==> config.mk <==
export PLATFORM = sky130hd
export DESIGN_NAME = char_sequence_buffer_remove_all
export DESIGN_NICKNAME = d
export VERILOG_FILES = /design/src/hdl/csb_pkg.sv /design/src/hdl/csb_ram.sv /design/src/hdl/char_sequence_buffer_remove_all.sv
export SDC_FILE = /design/constraint.sdc
export NUM_CORES = 1
export LEC_CHECK = 0
export BUFFER_PORTS_ARGS = -buffer_cell sky130_fd_sc_hd__buf_2
export CAP_MARGIN = 30
export CORE_ASPECT_RATIO = 1.4
export CORE_MARGIN = 2
export CORE_UTILIZATION = 55
export DETAILED_ROUTE_END_ITERATION = 7
export PLACE_DENSITY_LB_ADDON = 0.25
export SLEW_MARGIN = 20
export SYNTH_ARGS = -nofsm -noshare
export SYNTH_HDL_FRONTEND = slang
export SYNTH_SLANG_ARGS = --single-unit
==> constraint.sdc <==
create_clock -name i_clk -period 3.55 [get_ports i_clk]
set_input_delay 0 -clock i_clk [delete_from_list [all_inputs] [get_ports i_clk]]
set_output_delay 0 -clock i_clk [all_outputs]
set_load 0.01 [all_outputs]
==> src/hdl/csb_pkg.sv <==
// shared types and constants for the bounded byte sequence
// word layouts, operation codes and the default capacity
// no dependencies
package csb_pkg;

    localparam int unsigned CAPACITY_DEF = 128;

    localparam logic [1:0] OP_APPEND = 2'd0;
    localparam logic [1:0] OP_SEARCH = 2'd1;
    localparam logic [1:0] OP_READ   = 2'd2;
    localparam logic [1:0] OP_REMOVE = 2'd3;

    typedef struct packed {
        logic [1:0] op;
        logic [7:0] value;
        logic [6:0] index;
    } t_in_word;

    typedef struct packed {
        logic [7:0] count;
        logic       found;
        logic [6:0] position;
        logic [7:0] data_out;
        logic       dropped;
    } t_out_word;

    // address width of a store of n entries, at least one bit
    function automatic int unsigned f_addr_w(input int unsigned n);
        f_addr_w = (n > 1) ? $clog2(n) : 1;
    endfunction

endpackage

==> src/hdl/csb_ram.sv <==
// generic simple dual-port ram, one write port and one read port
// read data registered; no dependencies
module csb_ram #(
    parameter int unsigned WIDTH = 8,
    parameter int unsigned DEPTH = 128,
    parameter int unsigned AW    = 7
) (
    input  logic             i_clk,
    input  logic             i_we,
    input  logic [AW-1:0]    i_waddr,
    input  logic [WIDTH-1:0] i_wdata,
    input  logic [AW-1:0]    i_raddr,
    output logic [WIDTH-1:0] o_rdata
);

    logic [WIDTH-1:0] r_mem [DEPTH];
    logic [WIDTH-1:0] r_rdata;

    always_ff @(posedge i_clk) begin
        if (i_we) begin
            r_mem[i_waddr] <= i_wdata;
        end
        r_rdata <= r_mem[i_raddr];
    end

    assign o_rdata = r_rdata;

endmodule

==> src/hdl/char_sequence_buffer_remove_all.sv <==
// bounded byte sequence: append, first-match search, indexed read, remove-all
// append: result goes through the done state to the output register; read: through the read-data state, then done
// search and remove-all walk the store through one ram read port and one compare,
// one entry a cycle; a search stops early when it hits
// one word in flight; input is stalled until its result moves to the output register
// synchronous active-low reset empties the store (fill count 0); ram contents are not cleared
module char_sequence_buffer_remove_all
    import csb_pkg::*;
#(
    parameter int unsigned CAPACITY = CAPACITY_DEF
) (
    input  logic      i_clk,
    input  logic      i_rst_n,
    input  logic      i_in_valid,
    output logic      o_in_stall,
    input  t_in_word  i_in,
    output logic      o_out_valid,
    input  logic      i_out_stall,
    output t_out_word o_out
);

    localparam int unsigned AW   = f_addr_w(CAPACITY);
    localparam int unsigned CW   = $clog2(CAPACITY + 1);
    localparam int unsigned CMPW = (CW > 7) ? CW : 7;

    localparam logic [1:0] ST_IDLE  = 2'd0;
    localparam logic [1:0] ST_SCAN  = 2'd1;
    localparam logic [1:0] ST_RDATA = 2'd2;
    localparam logic [1:0] ST_DONE  = 2'd3;

    logic [1:0]    r_state, n_state;
    logic [CW-1:0] r_count, n_count;
    logic [1:0]    r_op, n_op;
    logic [7:0]    r_val, n_val;
    logic [CW-1:0] r_ptr, n_ptr;
    logic          r_chk, n_chk;
    logic [AW-1:0] r_chk_idx, n_chk_idx;
    logic [CW-1:0] r_wr, n_wr;
    t_out_word     r_res, n_res;
    logic          r_out_valid, n_out_valid;
    t_out_word     r_out, n_out;

    logic          ram_we;
    logic [AW-1:0] ram_waddr;
    logic [7:0]    ram_wdata;
    logic [AW-1:0] ram_raddr;
    logic [7:0]    ram_rdata;
    logic          w_match;

    csb_ram #(
        .WIDTH (8),
        .DEPTH (CAPACITY),
        .AW    (AW)
    ) u_ram (
        .i_clk   (i_clk),
        .i_we    (ram_we),
        .i_waddr (ram_waddr),
        .i_wdata (ram_wdata),
        .i_raddr (ram_raddr),
        .o_rdata (ram_rdata)
    );

    // the one compare shared by search and remove-all
    assign w_match = (ram_rdata == r_val);

    always_comb begin
        n_state     = r_state;
        n_count     = r_count;
        n_op        = r_op;
        n_val       = r_val;
        n_ptr       = r_ptr;
        n_chk       = r_chk;
        n_chk_idx   = r_chk_idx;
        n_wr        = r_wr;
        n_res       = r_res;
        n_out_valid = r_out_valid;
        n_out       = r_out;
        ram_we      = 1'b0;
        ram_waddr   = r_wr[AW-1:0];
        ram_wdata   = ram_rdata;
        ram_raddr   = r_ptr[AW-1:0];

        if (r_out_valid && !i_out_stall) begin
            n_out_valid = 1'b0;
        end

        unique case (r_state)
            ST_IDLE: begin
                if (i_in_valid) begin
                    n_op  = i_in.op;
                    n_val = i_in.value;
                    n_res = '0;
                    n_ptr = '0;
                    n_chk = 1'b0;
                    n_wr  = '0;
                    unique case (i_in.op)
                        OP_APPEND: begin
                            if (r_count < CW'(CAPACITY)) begin
                                ram_we    = 1'b1;
                                ram_waddr = r_count[AW-1:0];
                                ram_wdata = i_in.value;
                                n_count   = r_count + 1'b1;
                            end else begin
                                n_res.dropped = 1'b1;
                            end
                            n_state = ST_DONE;
                        end
                        OP_READ: begin
                            ram_raddr = AW'(i_in.index);
                            if (CMPW'(i_in.index) < CMPW'(r_count)) begin
                                n_res.found = 1'b1;
                                n_chk       = 1'b1;
                            end
                            n_state = ST_RDATA;
                        end
                        OP_SEARCH, OP_REMOVE: begin
                            n_state = ST_SCAN;
                        end
                        default: begin
                            n_state = ST_DONE;
                        end
                    endcase
                end
            end
            ST_RDATA: begin
                if (r_chk) begin
                    n_res.data_out = ram_rdata;
                end
                n_chk   = 1'b0;
                n_state = ST_DONE;
            end
            ST_SCAN: begin
                // issue the next read while the previous byte is checked
                if (r_ptr < r_count) begin
                    n_ptr     = r_ptr + 1'b1;
                    n_chk     = 1'b1;
                    n_chk_idx = r_ptr[AW-1:0];
                end else begin
                    n_chk = 1'b0;
                end
                if (r_chk) begin
                    if (r_op == OP_SEARCH) begin
                        if (w_match) begin
                            n_res.found    = 1'b1;
                            n_res.position = 7'(r_chk_idx);
                            n_chk          = 1'b0;
                            n_state        = ST_DONE;
                        end
                    end else if (!w_match) begin
                        // keep the byte, compacting it down to the write pointer
                        ram_we = 1'b1;
                        n_wr   = r_wr + 1'b1;
                    end
                end
                if ((r_ptr >= r_count) && !r_chk) begin
                    n_state = ST_DONE;
                    if (r_op == OP_REMOVE) begin
                        n_count = r_wr;
                    end
                end
            end
            ST_DONE: begin
                if (!r_out_valid || !i_out_stall) begin
                    n_out_valid = 1'b1;
                    n_out       = r_res;
                    n_out.count = 8'(r_count);
                    n_state     = ST_IDLE;
                end
            end
            default: begin
                n_state = ST_IDLE;
            end
        endcase
    end

    always_ff @(posedge i_clk) begin
        if (!i_rst_n) begin
            r_state     <= ST_IDLE;
            r_count     <= '0;
            r_chk       <= 1'b0;
            r_out_valid <= 1'b0;
        end else begin
            r_state     <= n_state;
            r_count     <= n_count;
            r_chk       <= n_chk;
            r_out_valid <= n_out_valid;
        end
    end

    always_ff @(posedge i_clk) begin
        r_op      <= n_op;
        r_val     <= n_val;
        r_ptr     <= n_ptr;
        r_chk_idx <= n_chk_idx;
        r_wr      <= n_wr;
        r_res     <= n_res;
        r_out     <= n_out;
    end

    assign o_in_stall  = (r_state != ST_IDLE);
    assign o_out_valid = r_out_valid;
    assign o_out       = r_out;

endmodule
Word-level counts from Yosys, hierarchy flattened. Memory sizes are Yosys's and may differ from the RTL's. A register that Yosys moved wholly into a read port is not among the register bits. Cells that the tools add are included.

Add/subtract/negate cells: 3. Multipliers: 0. Divide/modulo/power cells: 0. Magnitude comparators: 4. Equality and inequality tests: 25. Shifts and indexed selects: 0. Muxes and demuxes: 61. Bitwise operators: 0. Reduce and logical (&&, ||, !) cells: 23.

Operators by type and width (count): 2-to-1 mux 8 bit (18); case mux 8 bit (2 select lines) (5); 2-to-1 mux 7 bit (7); adder 8 x 1 -> 8 bit (second input constant) (3); != test 2 bit (second input constant) (12); 2-to-1 mux 1 bit (20); 2-to-1 mux 17 bit (1); AND reduction 5 bit (3); 2-to-1 mux 2 bit (6); == test 2 bit (second input constant) (5); != test 3 bit (second input constant) (3); == test 8 bit (1); >= comparator 8 bit (1); less-than comparator 7 x 8 -> 1 bit (1); less-than comparator 8 bit (1); less-than comparator 8 bit (second input constant) (1); case mux 2 bit (4 select lines) (1); AND reduction 2 bit (4); == test 2 x 1 -> 1 bit (second input constant) (3); case mux 2 bit (3 select lines) (1); AND reduction 3 bit (2); AND reduction 6 bit (1); nonzero test 2 bit (3); logical NOT 2 bit (2); other kinds (8) (11).

Bits in registers: 87. Bits in latches: 0. Memory bits (writable): 1024. ROM bits: 0. Input bits: 21. Output and inout bits: 27. Logic and storage cells: 135. Memories kept: 1.

Memory list: u_ram.r_mem (words 128, width 8, read ports 1, clocked after memory_dff 1, write ports 1, RTL line csb_ram.sv:16) `logic [WIDTH-1:0] r_mem [DEPTH];`.

Depth between registers and ports, before layout.
Depth after elaboration: 7. Gate-level depth with buffers: 16. Depth with buffers taken out: 10.

Hierarchy. Synthesis repeated with hierarchy kept, for this count alone.

Cells, all modules: 1974. Area total of the unflattened synthesis: 43935.9 um^2.

By module, submodules not included: csb_ram (instances 1, cells an instance 1635, area each 39665.5 um^2, sequential area each 30909.6 um^2); char_sequence_buffer_remove_all (instances 1, cells an instance 339, area each 4270.3 um^2, sequential area each 2492.4 um^2).

Worst setup path before layout. Ideal clock, no wire load.

Kind: reg2reg. From: register r_state[0]. To: memory u_ram.r_mem[0][0] (data pin). Library setup time: 0.378 ns. Data arrival time: 2.731 ns. Data required time: 3.172 ns. Setup slack: 0.441 ns. Cell stages (with the launch flop): 9. Buffers on the path: 3. Period minus slack after synthesis: 3.109 ns. Cells stage by stage: dfxtp_1 -> inv_1 -> ha_1 -> buf_2 -> nand2_1 -> nor4_2 -> buf_2 -> buf_2 -> mux2_2.

Cells in the longest elaborated chain, start to end: 2.

Ends and longest elaborated chain: start: declaration (RTL line char_sequence_buffer_remove_all.sv:31) `logic [1:0] r_state, n_state;`; start signal: assignment (RTL line char_sequence_buffer_remove_all.sv:183) `r_state <= n_state;`; logical NOT 2 bit (RTL line char_sequence_buffer_remove_all.sv:87) `unique case (r_state)`; 2-to-1 mux 8 bit (RTL line char_sequence_buffer_remove_all.sv:87); net ram_wdata[0] (RTL line char_sequence_buffer_remove_all.sv:45) `logic [7:0] ram_wdata;`; end: declaration (RTL line csb_ram.sv:16).

The timed path passes the listed nets, and every way through them passes these cells.

Worst setup path in the final report.
From: register r_state[0]. To: register u_ram.r_rdata[6] (netlist: u_ram.o_rdata[6]) (read register of u_ram.r_mem).

Cells in the longest elaborated chain, start to end: 2.

Ends and longest elaborated chain: logical NOT 2 bit (RTL line char_sequence_buffer_remove_all.sv:87); 2-to-1 mux 7 bit (RTL line char_sequence_buffer_remove_all.sv:87); end: declaration (RTL line csb_ram.sv:17) `logic [WIDTH-1:0] r_rdata;`.

Every way passes these cells. A chain may end at the register's enable or synchronous reset.

==> flow_metrics.tcl <==
set metrics [dict create \
    final_area_um2 50300 \
    syn_to_final_growth_pct 12.7 \
    finalSetupViolations 0 \
    fin_tns_setup_ns 0 \
    first_pass_iters 6 \
    place_congestion 0.884 \
    clockBufferDepth 3 \
    fin_hold_ws_ns 0.0719 \
    endpoint "u_ram.o_rdata[6]$_DFF_P_" \
    drv_cap 0 \
    h-tree-depth 3 \
    cp.arrival_ns 4.03 \
    irDropWorstVdd_v 0.00121 \
    p_leak_nw 16.6 \
    placed_area_um2 46800 \
    numCtsBuffers 98 \
    busiest_layer "met2" \
    synthArstFlopShare_pct 0 \
    grt_use_total_pct 28.1 \
    start_kind "flip-flop" \
    finalHoldViolCount 0 \
    dp_slack_ns -0.176 \
    use_met3_pct 4.07 \
    r2r_slack_ns 0.05 \
    floorplan.die_area_um2 83400 \
    clkLatencyLatePin_ns 0.68 \
    syn_area_um2 44600 \
    outcome "complete, no violations" \
    yosysWarnings 0 \
    die_h_um 341 \
    drtIter0Drc 3098 \
    placementRows 123 \
    grt_setup_unrepaired "true" \
    dp_cells 4093 \
    max_freq_mhz 286 \
    numClockSinks 1119 \
    ys_types 60 \
    port_buffers 47 \
    place_hpwl_mm 73.6 \
    synthesis.nets 3077 \
    min_path_type "primary input to flip-flop" \
    antenna_found_initial 3 \
    max-slew-margin-rel_pct 38.7 \
    post_cts_buffers 0 \
    post_drt_wl_per_cell_um 27.3 \
    crit_required_ns 4.08 \
    syn_area_per_cell_um2 14.7 \
    use_met1_pct 35.8 \
    crit_path_start "r_state[0]$_SDFFE_PN0P_" \
    vias 27000 \
    end_kind "flip-flop" \
    nets 3195 \
    fin_skew_ns 0.0311 \
    final.setup.worst_slack_ns 0.0502 \
    grt_max_degree 129 \
    initial_core_util_pct 55.5 \
    core_um2 80300 \
    period_share_pct 98.6 \
    viasPerCell 6.29 \
    grt_use_met2_pct 48.1 \
    postRouteAntennaNets 0 \
    worstPathMaxFanout 20 \
    worstSetupPathType "flip-flop to flip-flop" \
    report.final.slew_viol_count 0 \
    power_density_nw_per_um2 827 \
    rr_worst_depth 13 \
    clkTransAtPathRegs_ns 0.08 \
    root_buffer "clkbuf_16" \
    r2r_start "r_state[0]$_SDFFE_PN0P_" \
    boundaryPins 48 \
    drive_above_1_share_pct 13.9 \
    cts_tree "done" \
    min-delay-start "i_in[10]" \
    drc 0 \
    ys_seq_area_share_pct 74.9 \
    wl_mm 117 \
    reg2reg_to "u_ram.o_rdata[6]$_DFF_P_" \
    grt_pass1_wl_mm 173 \
    power_mw 41.6 \
    postLayoutCoreUtil_pct 62.6 \
    num_antenna_cells 0 \
    die_x_um 245 \
    yosys_most_used_dff "edfxtp_1" \
    tightest_slew_ns 0.916 \
    grt_pass1_vias 26900 \
    synth_cells 3034 \
    overflow 0 \
    synth_edf_count 1099 \
    ys_seq_elements 1119 \
    stdcell_count 4295 \
    finalCriticalPeriod_ns 3.50 \
]
==> kinds of logic (layout without fill, tap and decap cells) <==
group | count (synthesis) | count (layout) | share of synthesized area, %
xor gates and xnor gates | 18 | 18 | 0.354
AOI/OAI and AO/OA | 291 | 291 | 4.69
muxes | 162 | 164 | 5.41
DFF | 1119 | 1119 | 74.9
and+or+nand+nor | 1222 | 1222 | 11.9
buffers and inverters | 200 | 397 | 2.15
adders and majority gates | 22 | 22 | 0.617
==> synth_stat cells, drive strengths merged, types with 20 or more instances <==
| cell type | number | area (um2) |
|---|---|---|
| nand2 | 644 | 2420 |
| mux4 | 60 | 1350 |
| mux2i | 89 | 907 |
| a31oi | 59 | 369 |
| ha | 22 | 275 |
| o21ai | 23 | 115 |
| a21oi | 39 | 195 |
| nand3 | 242 | 1210 |
| clkbuf | 69 | 259 |
| nand4 | 67 | 419 |
| dfxtp | 20 | 400 |
| buf | 112 | 627 |
| a22oi | 26 | 195 |
| a32oi | 86 | 753 |
| nor2 | 188 | 723 |
| edfxtp | 1099 | 33000 |
==> timing repair <==
action | 4_1_cts | 5_1_grt
hold endpoints to repair | 52 | 0
pin swaps | 1 | 1
endpoints found under the setup margin | 2 | 5
resized for setup | 6 | 7
gates cloned | 2 | 2
hold buffers | 17 | 0
==> cell usage in the layout (no fill, tap or decap), types with 58 or more instances in the layout <==
cell type / netlist / final
a31oi_1: 59 / 58
a32oi_1: 86 / 86
buf_4: 7 / 98
clkbuf_16: 0 / 104
edfxtp_1: 1099 / 1099
mux2i_1: 87 / 85
mux4_2: 60 / 60
nand2_1: 644 / 644
nand3_1: 242 / 242
nand4_1: 67 / 67
nor2_1: 181 / 177
==> worst max-delay path, cell delays in order (launching register included) <==
cell and delay, ns:
dfxtp_1 0.32, inv_1 0.09, ha_1 0.17, and4b_2 0.36
buf_4 0.21, mux2_8 0.50, buf_12 0.22, nor2_2 0.20
buf_6 0.23, a32oi_1 0.17, nand4_1 0.14, nand4_1 0.35
nor3_2 0.23, nand4_1 0.12
==> power breakdown <==
| group | total (mW) | leakage (nW) | switching, mW | internal [mW] |
|---|---|---|---|---|
| Combinational | 13.5 | 4.88 | 9.37 | 4.16 |
| Clock | 10.7 | 1.59 | 4.69 | 6.05 |
| Sequential | 17.3 | 10.1 | 0.415 | 16.9 |
| Total | 41.6 | 16.6 | 14.5 | 27.1 |
==> routing by layer <==
| metal | part of all wire [%] | vias up |
|---|---|---|
| met1 | 37 | 13600 |
| met3 | 8.0 | 271 |
| met4 | 4.5 | 4 |
| li1 | - | 11700 |
| met2 | 51 | 1376 |
| met5 | 0.020 | - |
==> area by class of cell <==
type                            instances  area (um2)
Sequential cell                      1119       33400
Multi-Input combinational cell       1717       10400
Inverter                               19        71.3
Clock buffer                          117        2650
Tap cell                             1062        1330
Clock inverter                         64         578
Fill cell                            5787       30100
Timing Repair Buffer                  197        1820
==> how the worst min path moves through the flow <==
| stage | end | cells past startpoint | slack (ns) |
|---|---|---|---|
| floorplan | r_op[0]$_DFFE_PP_ | 0 | 0.1 |
| global placement | r_val[2]$_DFFE_PP_ | 1 | 0.20 |
| detailed placement | r_val[3]$_DFFE_PP_ | 1 | 0.20 |
| CTS | r_val[2]$_DFFE_PP_ | 2 | 0.04 |
| global route | r_val[3]$_DFFE_PP_ | 2 | 0.08 |
| finish | r_val[3]$_DFFE_PP_ | 2 | 0.07 |
==> registers in the layout (all words and copies together) (netlist names) <==
register,count
r_res,17
u_ram.o_rdata,8
u_ram.r_mem,1024
o_out,25
r_op,2
r_state,2
r_val,8
r_chk_idx,7
r_wr,8
r_count,8
o_out_valid,1
r_ptr,8
r_chk,1
(Power assumes the default switching activity.)
